`src/rtl/seq_pkg.sv`:
```
package seq_pkg;

   localparam int DEPTH         = 16;
   localparam int KEY_WIDTH     = 32;
   localparam int PAYLOAD_WIDTH = 32;
   localparam int CNT_W         = $clog2(DEPTH + 1);
   localparam int IDX_W         = $clog2(DEPTH);

   typedef enum logic {
      OP_INSERT = 1'b0,
      OP_REMOVE = 1'b1
   } op_type;

   typedef enum logic [1:0] {
      ST_DONE      = 2'd0,
      ST_NOT_FOUND = 2'd1,
      ST_FULL      = 2'd2
   } status_type;

   typedef struct packed {
      logic ld_new;
      logic ld_left;
      logic ld_right;
   } cell_ctl_type;

endpackage

```
`src/rtl/seq_if.sv`:
```
interface seq_req_if;
   logic                               valid;
   logic                               ready;
   logic                               operation;
   logic [seq_pkg::KEY_WIDTH-1:0]      entry_key;
   logic [seq_pkg::PAYLOAD_WIDTH-1:0]  entry_payload;

   modport source (output valid, operation, entry_key, entry_payload, input ready);
   modport sink   (input valid, operation, entry_key, entry_payload, output ready);
endinterface

interface seq_rsp_if;
   logic                        valid;
   logic                        ready;
   logic [1:0]                  status;
   logic [seq_pkg::CNT_W-1:0]   position;
   logic [seq_pkg::CNT_W-1:0]   entry_count;
   logic                        is_empty;

   modport source (output valid, status, position, entry_count, is_empty, input ready);
   modport sink   (input valid, status, position, entry_count, is_empty, output ready);
endinterface

```
`src/rtl/seq_cell.sv`:
```
module seq_cell (
   input  logic                                clock,
   input  seq_pkg::cell_ctl_type               ctl,
   input  logic [seq_pkg::KEY_WIDTH-1:0]       new_key,
   input  logic [seq_pkg::PAYLOAD_WIDTH-1:0]   new_payload,
   input  logic [seq_pkg::KEY_WIDTH-1:0]       left_key,
   input  logic [seq_pkg::PAYLOAD_WIDTH-1:0]   left_payload,
   input  logic [seq_pkg::KEY_WIDTH-1:0]       right_key,
   input  logic [seq_pkg::PAYLOAD_WIDTH-1:0]   right_payload,
   output logic [seq_pkg::KEY_WIDTH-1:0]       key,
   output logic [seq_pkg::PAYLOAD_WIDTH-1:0]   payload,
   output logic                                ge,
   output logic                                eq
);
   import seq_pkg::*;

   logic [KEY_WIDTH-1:0]     key_ff, key_in;
   logic [PAYLOAD_WIDTH-1:0] payload_ff, payload_in;

   always_comb begin
      priority if (ctl.ld_left) begin
         key_in     = left_key;
         payload_in = left_payload;
      end else if (ctl.ld_new) begin
         key_in     = new_key;
         payload_in = new_payload;
      end else if (ctl.ld_right) begin
         key_in     = right_key;
         payload_in = right_payload;
      end else begin
         key_in     = key_ff;
         payload_in = payload_ff;
      end
   end

   always_ff @(posedge clock) begin
      key_ff     <= key_in;
      payload_ff <= payload_in;
   end

   assign key     = key_ff;
   assign payload = payload_ff;
   assign ge      = (key_ff >= new_key);
   assign eq      = (key_ff == new_key);

endmodule

```
`src/rtl/sorted_event_queue.sv`:
```
// Sorted event queue: up to DEPTH entries held in ascending order of key.
// req_chan carries one item: operation (insert or remove), entry_key and
// entry_payload. An insert lands before the first stored key that is greater
// than or equal to it; a remove deletes the first entry with an equal key.
// rsp_chan returns one item per request: status, 1-based position, entry
// count after the operation and an empty flag.
// The store is a row of cells, one per entry. Every cell compares its key
// with the request key in the same cycle and then holds, loads the new entry,
// or takes its left or right neighbour's entry, so the whole row shifts at
// once. A request is accepted at one edge and its response is registered at
// that edge; one item per cycle is sustained while each response is taken.
// The response register frees when rsp_chan is taken; while the receiver
// stalls with a response waiting, req_chan.ready is low and requests hold.
// Reset (synchronous) empties the queue and drops any waiting response; the
// cell contents are not cleared, only the count.
module sorted_event_queue (
   input logic       clock,
   input logic       reset,
   seq_req_if.sink   req_chan,
   seq_rsp_if.source rsp_chan
);
   import seq_pkg::*;

   logic [CNT_W-1:0]         count_ff, count_in;
   logic                     rsp_valid_ff, rsp_valid_in;
   logic [1:0]               status_ff, status_in;
   logic [CNT_W-1:0]         position_ff, position_in;

   logic [KEY_WIDTH-1:0]     cell_key [DEPTH];
   logic [PAYLOAD_WIDTH-1:0] cell_payload [DEPTH];
   logic [DEPTH-1:0]         cell_ge, cell_eq, occ, gflag, edge_vec;
   cell_ctl_type             ctl [DEPTH];

   logic                     fire, full, found, ins_ok, rem_ok;
   logic [IDX_W-1:0]         pos_idx;

   assign fire = req_chan.valid && req_chan.ready;
   assign full = (count_ff == CNT_W'(DEPTH));

   always_comb begin
      for (int i = 0; i < DEPTH; i++) begin
         occ[i]   = (CNT_W'(i) < count_ff);
         gflag[i] = occ[i] && cell_ge[i];
      end
      for (int i = 0; i < DEPTH; i++) begin
         if (req_chan.operation == OP_REMOVE) begin
            edge_vec[i] = gflag[i] && ((i == 0) ? 1'b1 : !gflag[(i == 0) ? 0 : i - 1]);
         end else begin
            edge_vec[i] = ((i == 0) ? 1'b1 : !gflag[(i == 0) ? 0 : i - 1])
                          && (gflag[i] || (count_ff == CNT_W'(i)));
         end
      end
      pos_idx = '0;
      for (int i = 0; i < DEPTH; i++) begin
         if (edge_vec[i]) begin
            pos_idx = pos_idx | IDX_W'(i);
         end
      end
      found  = |(edge_vec & cell_eq);
      ins_ok = fire && (req_chan.operation == OP_INSERT) && !full;
      rem_ok = fire && (req_chan.operation == OP_REMOVE) && found;
      for (int i = 0; i < DEPTH; i++) begin
         ctl[i].ld_new   = ins_ok && edge_vec[i];
         ctl[i].ld_left  = ins_ok && ((i == 0) ? 1'b0 : gflag[(i == 0) ? 0 : i - 1]);
         ctl[i].ld_right = rem_ok && gflag[i];
      end
   end

   for (genvar g = 0; g < DEPTH; g++) begin : g_cell
      localparam int L = (g == 0) ? 0 : g - 1;
      localparam int R = (g == DEPTH - 1) ? g : g + 1;
      seq_cell u_cell (
         .clock         (clock),
         .ctl           (ctl[g]),
         .new_key       (req_chan.entry_key),
         .new_payload   (req_chan.entry_payload),
         .left_key      (cell_key[L]),
         .left_payload  (cell_payload[L]),
         .right_key     (cell_key[R]),
         .right_payload (cell_payload[R]),
         .key           (cell_key[g]),
         .payload       (cell_payload[g]),
         .ge            (cell_ge[g]),
         .eq            (cell_eq[g])
      );
   end

   always_comb begin
      count_in     = count_ff;
      rsp_valid_in = rsp_valid_ff && !rsp_chan.ready;
      status_in    = status_ff;
      position_in  = position_ff;
      if (fire) begin
         rsp_valid_in = 1'b1;
         unique case (req_chan.operation)
            OP_INSERT: begin
               if (full) begin
                  status_in   = ST_FULL;
                  position_in = '0;
               end else begin
                  status_in   = ST_DONE;
                  position_in = CNT_W'(pos_idx) + CNT_W'(1);
                  count_in    = count_ff + CNT_W'(1);
               end
            end
            OP_REMOVE: begin
               if (found) begin
                  status_in   = ST_DONE;
                  position_in = CNT_W'(pos_idx) + CNT_W'(1);
                  count_in    = count_ff - CNT_W'(1);
               end else begin
                  status_in   = ST_NOT_FOUND;
                  position_in = '0;
               end
            end
            default: begin
               status_in = ST_DONE;
            end
         endcase
      end
   end

   always_ff @(posedge clock) begin
      if (reset) begin
         count_ff     <= '0;
         rsp_valid_ff <= 1'b0;
      end else begin
         count_ff     <= count_in;
         rsp_valid_ff <= rsp_valid_in;
      end
      status_ff   <= status_in;
      position_ff <= position_in;
   end

   assign req_chan.ready       = !rsp_valid_ff || rsp_chan.ready;
   assign rsp_chan.valid       = rsp_valid_ff;
   assign rsp_chan.status      = status_ff;
   assign rsp_chan.position    = position_ff;
   assign rsp_chan.entry_count = count_ff;
   assign rsp_chan.is_empty    = (count_ff == '0);

   a_count_bound : assert property (@(posedge clock) disable iff (reset)
      count_ff <= CNT_W'(DEPTH))
      else $error("entry count beyond depth");

   a_edge_single : assert property (@(posedge clock) disable iff (reset)
      fire |-> $onehot0(edge_vec))
      else $error("more than one insertion or removal point");

   a_insert_count : assert property (@(posedge clock) disable iff (reset)
      ins_ok |=> count_ff == $past(count_ff) + CNT_W'(1))
      else $error("insert did not advance count");

   a_fail_holds : assert property (@(posedge clock) disable iff (reset)
      (fire && !ins_ok && !rem_ok) |=> $stable(count_ff) && status_ff != ST_DONE)
      else $error("refused item changed the store");

endmodule

```
`src/flat_wrapper.sv`:
```
// flat-port wrapper written by rule: the top's interface ports become plain ports
module sorted_event_queue_flat import seq_pkg::*;
  (clock, reset, req_chan_valid, req_chan_operation, req_chan_entry_key, req_chan_entry_payload, req_chan_ready, rsp_chan_valid, rsp_chan_status, rsp_chan_position, rsp_chan_entry_count, rsp_chan_is_empty, rsp_chan_ready);
  seq_req_if req_chan_i ();
  seq_rsp_if rsp_chan_i ();
  input logic clock;
  input logic reset;
  input wire logic [$bits(req_chan_i.valid)-1:0] req_chan_valid;
  input wire logic [$bits(req_chan_i.operation)-1:0] req_chan_operation;
  input wire logic [$bits(req_chan_i.entry_key)-1:0] req_chan_entry_key;
  input wire logic [$bits(req_chan_i.entry_payload)-1:0] req_chan_entry_payload;
  output wire logic [$bits(req_chan_i.ready)-1:0] req_chan_ready;
  output wire logic [$bits(rsp_chan_i.valid)-1:0] rsp_chan_valid;
  output wire logic [$bits(rsp_chan_i.status)-1:0] rsp_chan_status;
  output wire logic [$bits(rsp_chan_i.position)-1:0] rsp_chan_position;
  output wire logic [$bits(rsp_chan_i.entry_count)-1:0] rsp_chan_entry_count;
  output wire logic [$bits(rsp_chan_i.is_empty)-1:0] rsp_chan_is_empty;
  input wire logic [$bits(rsp_chan_i.ready)-1:0] rsp_chan_ready;
  assign req_chan_i.valid = req_chan_valid;
  assign req_chan_i.operation = req_chan_operation;
  assign req_chan_i.entry_key = req_chan_entry_key;
  assign req_chan_i.entry_payload = req_chan_entry_payload;
  assign req_chan_ready = req_chan_i.ready;
  assign rsp_chan_valid = rsp_chan_i.valid;
  assign rsp_chan_status = rsp_chan_i.status;
  assign rsp_chan_position = rsp_chan_i.position;
  assign rsp_chan_entry_count = rsp_chan_i.entry_count;
  assign rsp_chan_is_empty = rsp_chan_i.is_empty;
  assign rsp_chan_i.ready = rsp_chan_ready;
  sorted_event_queue u_core (.clock(clock), .reset(reset), .req_chan(req_chan_i), .rsp_chan(rsp_chan_i));
endmodule
```
`config.mk`:
```
export PLATFORM = sky130hd
export DESIGN_NAME = sorted_event_queue_flat
export DESIGN_NICKNAME = d
export VERILOG_FILES = /design/src/rtl/seq_pkg.sv /design/src/rtl/seq_if.sv /design/src/rtl/seq_cell.sv /design/src/rtl/sorted_event_queue.sv /design/src/flat_wrapper.sv
export SDC_FILE = /design/constraint.sdc
export NUM_CORES = 2
export LEC_CHECK = 0
export ABC_AREA = 1
export ABC_CLOCK_PERIOD_IN_PS = 6400
export CORE_AREA = 2 2 293 295
export DETAILED_ROUTE_END_ITERATION = 16
export DIE_AREA = 0 0 295 297
export DONT_BUFFER_PORTS = 1
export GPL_TIMING_DRIVEN = 0
export PLACE_DENSITY = 0.68
export SETUP_SLACK_MARGIN = 0.5
export SLEW_MARGIN = 25
export SYNTH_ARGS = -nofsm -noshare
export SYNTH_HDL_FRONTEND = slang
export SYNTH_SLANG_ARGS = --single-unit
```
`constraint.sdc`:
```
create_clock -name clock -period 6.4 [get_ports clock]
set_input_delay 0 -clock clock [delete_from_list [all_inputs] [get_ports clock]]
set_output_delay 0 -clock clock [all_outputs]
set_load 0.02 [all_outputs]
```
Yosys cells after proc, flatten, opt, wreduce, memory -nomap -nowiden
Cells that the tools add are included.
{ "word_totals": {"ff_bits": 525, "latchBits": 0, "ramBits": 0, "rom_bits": 0, "in_bits": 69, "out_inout_bits": 15, "word_cells": 330, "mem_count": 0} }
{ "op_classes": {"n_addsub": 3, "multipliers": 0, "div_mod_pow": 0, "order_cmp": 32, "eq_ne": 34, "shift": 0, "n_mux": 87, "bitwise_logic": 2, "n_reduce_logical": 152} }
{ "ops": {"columns": ["op", "count"], "rows": [
  ["$mux W32", 46],
  ["$eq A32 B32 Y1", 16],
  ["$ge A32 B32 Y1", 16],
  ["$logic_and A1 B1 Y1", 98],
  ["$reduce_bool A3 Y1", 14],
  ["$eq A5 B4 Y1 const B", 8],
  ["$lt A4 B5 Y1 const A", 8],
  ["$mux W4", 8],
  ["$eq A5 B3 Y1 const B", 4],
  ["$lt A3 B5 Y1 const A", 4],
  ["$mux W5", 4],
  ["$pmux W5 S2", 2],
  ["$mux W1", 19],
  ["$logic_not A1 Y1", 18],
  ["$logic_or A1 B1 Y1", 17],
  ["$and A16 B16 Y16", 1],
  ["$reduce_or A16 Y1", 1],
  ["$mux W3", 4],
  ["$eq A5 B2 Y1 const B", 2],
  ["$lt A1 B5 Y1 const A", 2],
  ["$lt A2 B5 Y1 const A", 2],
  ["$mux W2", 3],
  ["$add A4 B1 Y5 const B", 1],
  ["$add A5 B1 Y5 const B", 1],
  ["10 further kinds", 11]
]} }

Logic depth before layout (Yosys ltp)
{ "logic_depth": {"ltp_word": 23, "depth_mapped": 25, "depth_no_buf": 25} }

Hierarchy
A second synthesis with hierarchy kept.
{ "hier_totals": {"hier_cells": 8334, "hier_area_um2": 68913.6} }
{ "by_module_without_submodules": {"columns": ["module", "n_inst", "cells_each", "area_each_um2"], "rows": [
  ["seq_cell", 16, 502, 4202.8],
  ["sorted_event_queue", 1, 302, 1669.1]
]} }

Worst setup path after synthesis
OpenSTA, ideal clock, no wires.
{ "synth_timing": {"path_type": "input-to-reg", "start": "in req_chan_entry_key[30]", "end": "reg u_core.g_cell[0].u_cell.key_ff[0] (enable)", "arrival_ns": 4.530, "t_required_ns": 5.934, "path_slack_ns": 1.404, "cell_stages": 19, "n_path_buf": 1, "path_cell_list": "inv_1 clkbuf_1 ha_1 nand2_1 nor2_2 nand2_1 nor2_2 nand2_1 nand2_1 nor2_1 nand2_2 nand2_4 nand2_2 nand2_1 o2111ai_1 nor2_1 nand2_1 nand2_2 o21ai_0"} }
{ "synth_via": {"elab_chain_len": 10, "elab_cells_between_ends": 131, "cone_classes": "order compare: 16; eq/ne: 16; mux: 16; bitwise: 1; reduce/logical: 82"} }
{ "synth_rtl": {"columns": ["element", "line", "source"], "rows": [
  ["start, declared", "flat_wrapper.sv:10", "input wire logic [$bits(req_chan_i.entry_key)-1:0] req_chan_entry_key;"],
  ["$ge A32 B32 Y1", "seq_cell.sv:43", "assign ge = (key_ff >= new_key);"],
  ["$logic_and A1 B1 Y1", "sorted_event_queue.sv:43", "gflag[i] = occ[i] && cell_ge[i];"],
  ["$logic_not A1 Y1 (tied with other cells)", null, null],
  ["$logic_and A1 B1 Y1, on equally long branches", "sorted_event_queue.sv:50, sorted_event_queue.sv:47", null],
  ["$mux W1", "sorted_event_queue.sv:46", "if (req_chan.operation == OP_REMOVE) begin"],
  ["$and A16 B16 Y16", "sorted_event_queue.sv:59", "found = |(edge_vec & cell_eq);"],
  ["$reduce_or A16 Y1", "sorted_event_queue.sv:59", null],
  ["$logic_and A1 B1 Y1", "sorted_event_queue.sv:61", "rem_ok = fire && (req_chan.operation == OP_REMOVE) && found;"],
  ["$logic_and A1 B1 Y1", "sorted_event_queue.sv:65", "ctl[i].ld_right = rem_ok && gflag[i];"],
  ["$reduce_bool A2 Y1 (no line) (*)", null, null],
  ["end signal, assigned", "seq_cell.sv:37", "key_ff <= key_in;"],
  ["end, declared", "seq_cell.sv:17", "logic [KEY_WIDTH-1:0] key_ff, key_in;"]
]} }
Every way passes the cells marked *; elsewhere a longest branch is shown, timed or not.
A chain may end at the register's enable or synchronous reset.

Worst setup path after layout
{ "layout_timing": {"start": "in req_chan_entry_key[5]", "end": "reg u_core.count_ff[4], in the netlist u_core.rsp_chan.entry_count[4]"} }
{ "layout_via": {"elab_chain_len": 9, "elab_cells_between_ends": 129, "cone_classes": "order compare: 16; eq/ne: 17; mux: 16; bitwise: 1; reduce/logical: 79"} }
{ "layout_rtl": {"columns": ["element", "line", "source"], "rows": [
  ["$ge A32 B32 Y1", "seq_cell.sv:43", null],
  ["$logic_and A1 B1 Y1", "sorted_event_queue.sv:43", null],
  ["$logic_not A1 Y1 (tied with other cells)", null, null],
  ["$logic_and A1 B1 Y1, on equally long branches", "sorted_event_queue.sv:50, sorted_event_queue.sv:47", null],
  ["$mux W1", "sorted_event_queue.sv:46", null],
  ["$and A16 B16 Y16 (*)", "sorted_event_queue.sv:59", null],
  ["$reduce_or A16 Y1 (*)", "sorted_event_queue.sv:59", null],
  ["$ne A2 B1 Y1 (no line) (*)", null, null],
  ["$reduce_and A3 Y1 (no line) (*)", null, null],
  ["end signal, assigned", "sorted_event_queue.sv:128", "count_ff <= count_in;"],
  ["end, declared", "sorted_event_queue.sv:24", "logic [CNT_W-1:0] count_ff, count_in;"]
]} }
Marks and branches as above.

==> impl_metrics.yaml <==
clocking:
  cts-root-buf: "clkbuf_16"
  cts_setup_buffers: 0
  cts_sinks: 525
  clk_pin_slew_ns: 0.06
  h-tree-depth: 2
  ctsResizeCount: 0
  clockBufferDepth: 3
  cts_tree: "built"
  hold_buffers: 38
  clk_latency_ns: 0.65
  cts_buffers: 60
global_routing:
  grt_max_degree: 26
  use_met2: 0.423
  grtUsageMet3: 0.0289
  first_global_vias: 31000
  grt_overflow: 0
  antenna_found_initial: 0
  grt_busiest_layer: "met2"
  use_met1: 0.327
  grt_first_pass_wirelength_um: 171000
  grt_usage: 0.250
timing:
  timing.fmax_ghz: 0.207
  timing.final.crit_share: 0.756
  fin_setup_tns_ns: 0
  hold_viol: 0
  setup_ws_ns: 1.56
  clock_skew_ns: 0.0299
  finalSetupViolations: 0
  rsz0062_at_grt: "false"
  slew_headroom: 0.501
  post-route-min-period_ns: 4.84
  slew_viol_final: 0
  tightest_slew_ns: 0.748
die:
  start_util: 0.445
  ioPinCount: 84
  coreArea_um2: 84500
  num_rows: 107
  die_h_um: 297
  die_area_um2: 87600
  die-width_um: 295
routing:
  firstDrtPassIters: 6
  viasPerCell: 5.57
  wl_per_cell_um: 19.4
  vias: 31400
  ant_nets: 0
  wl_um: 110000
  drtIter0Drc: 2539
  drc: 0
critical_path:
  crit_family: "buffers and inverters"
  arrival_ns: 5.41
  crit_top_cell: "nand2_1"
  critPathMaxFanout: 25
  critPathSlowestCell: "clkbuf_2"
  crit_path_end_kind: "flop"
  critPathKind: "input port to flop"
  slowest_delay_ns: 0.59
  cp.required_ns: 6.97
  r2r_cells: 16
  cp_cell_sequence: "dlygate4sd3_1, clkinv_1, clkbuf_2, ha_1, nand4_1, nor2_2, nand2_1, nand3_1, nand2_1, nand2_1, nand2_2, nand2_1, nand2_1, nand2_1, nor2_1, nand2_1, nor2_4, nand2_4, nand4_1, dlygate4sd3_1, a21oi_1, dlygate4sd3_1"
  startpoint_type: "input port"
  cp.depth: 22
  critPathBufInv: 5
  reg2reg_slack_ns: 2.00
job:
  cap_violations: 0
logic_synthesis:
  synth_seq_cells: 525
  syn_area_um2: 37600
  synth.distinct_cells: 43
  syn_avg_cell_area_um2: 8.68
  syn-num-nets: 4920
  yosysWarnings: 0
  seq_area_frac_synth: 0.418
  syn_inst: 4333
placement:
  place.gp.congestion: 0.953
  post-place-ws_ns: 1.53
  port_buffers: 0
  dp_hpwl_um: 90200
outcome:
  status: "finished clean"
layout:
  area_delta_synth_final_pct: 11.7
  layout-drive-gt1-share: 0.0758
  layout.nets: 5036
  final_util: 0.497
power_and_ir_drop:
  ir_drop_v: 0.000205
  p_leak_nw: 17.3
  powerDensity_nw_per_um2: 204
worst_hold_path:
  holdCritPathClass: "input port to flop"
  hold_path_depth: 3
## worst min-delay path: cells and delay by family
kind | cells | cell delay (ns)
buffers and inverters | 2 | 0.58
AOI/OAI and AO/OA | 1 | 0.05
## path summary, 6_finish.rpt
check                                   from                         endpoint
max                    req_chan_entry_key[5]   u_core.rsp_chan.entry_count[4]
min reg2reg  u_core.g_cell[0].u_cell.key[27]  u_core.g_cell[1].u_cell.key[27]
min                           req_chan_valid            u_core.rsp_chan.valid
max reg2reg   u_core.rsp_chan.entry_count[1]   u_core.rsp_chan.entry_count[4]
## flip-flops by register name, indices dropped and copies added, names as in the netlist
signal                       cells
u_core.rsp_chan.valid            1
u_core.rsp_chan.position         5
u_core.g_cell.u_cell.key       512
u_core.rsp_chan.status           2
u_core.rsp_chan.entry_count      5
## placed cells by master (no fill, tap or decap), types with 3 or more instances in the layout
cell type      instances
clkbuf_16             61
dfxtp_1                6
edfxtp_1             519
clkbuf_1              70
nand2_1             1548
o21a_1                22
clkinvlp_4             5
o221ai_1              29
nand3_2                4
o21ai_4               15
buf_6                  6
a21o_1                10
clkinv_1              37
o211ai_1             394
o21ai_0              139
inv_2                 12
buf_2                 74
nor2_1               207
nor3_1                 3
buf_4                  5
buf_16                16
bufinv_16              5
nor4_1                 3
clkinv_2              11
nand2_2               23
nand4_1               30
clkbuf_2              31
o21ai_1                5
nand3_1               45
inv_1                213
dlygate4sd3_1         38
nor2_2                42
nand2_4                5
nor2_4                 5
ha_1                 518
o21bai_1               5
clkbuf_8               9
a21oi_1              302
xor2_1                 5
## cell type report
| cell class | count | area (µm²) |
|---|---|---|
| fillers | 7999 | 42500 |
| multi-input cells | 3374 | 20300 |
| flip-flops and latches | 525 | 15700 |
| clock buffers | 77 | 1680 |
| well taps | 1144 | 1430 |
| inverters | 254 | 958 |
| plain buffers | 180 | 871 |
| repair buffers | 54 | 821 |
| clock inverters | 33 | 298 |
| diodes | 1 | 2.50 |
## logic make-up (layout without fill, tap and decap cells)
kind of cell / count (synthesis) / count (layout) / synth area share
simple gates: 1924 / 1924 / 0.205
compound gates: 925 / 925 / 0.156
flops: 525 / 525 / 0.418
fa+ha+maj: 518 / 518 / 0.172
buf+inv: 434 / 598 / 0.0476
xor+xnor: 7 / 7 / 0.00163
other cells: 0 / 1 / 0
## cell usage after synthesis, drive strengths merged
| master | count | share of area |
|---|---|---|
| a21boi | 1 | 0.00020 |
| a21o | 10 | 0.0020 |
| a21oi | 303 | 0.040 |
| buf | 86 | 0.013 |
| clkbuf | 94 | 0.0094 |
| clkinv | 27 | 0.0027 |
| dfxtp | 6 | 0.0032 |
| edfxtp | 519 | 0.41 |
| ha | 518 | 0.17 |
| inv | 227 | 0.023 |
| nand2 | 1576 | 0.16 |
| nand3 | 50 | 0.0075 |
| nand3b | 1 | 0.00020 |
| nand4 | 32 | 0.0057 |
| nor2 | 255 | 0.030 |
| nor3 | 5 | 0.00093 |
| nor3b | 1 | 0.00033 |
| nor4 | 3 | 0.00050 |
| o2111ai | 2 | 0.00047 |
| o211ai | 394 | 0.079 |
| o21a | 22 | 0.0044 |
| o21ai | 159 | 0.022 |
| o21bai | 5 | 0.0010 |
| o221ai | 29 | 0.0068 |
| or2 | 1 | 0.00017 |
| xnor2 | 2 | 0.00047 |
| xor2 | 5 | 0.0012 |
## where the power goes
| part | internal [mW] | switching, mW | total (mW) |
|---|---|---|---|
| clock network | 2.03 | 1.49 | 3.52 |
| registers | 3.87 | 0.0716 | 3.94 |
| logic | 0.371 | 0.734 | 1.11 |
| total | 6.27 | 2.30 | 8.57 |
## metrics by stage
step                hold WS (ns)  power [mW]  instances  area (µm²)
finish                    0.0474        8.57       5642       42000
global route              0.0946        8.89       5641       42000
CTS                       0.0105        8.59       5641       42000
detailed placement        0.0724        5.08       5493       39700
global placement          0.0722        5.02       5477       39000
floorplan                 0.0691        4.74       4333       37600
## metal layers
metal  wire length [µm]  part of all wire
met5                  0                 0
met4               4420             0.040
met3               6160             0.056
met2              51800              0.47
met1              47200              0.43
Power figures use the tool's default switching activity.
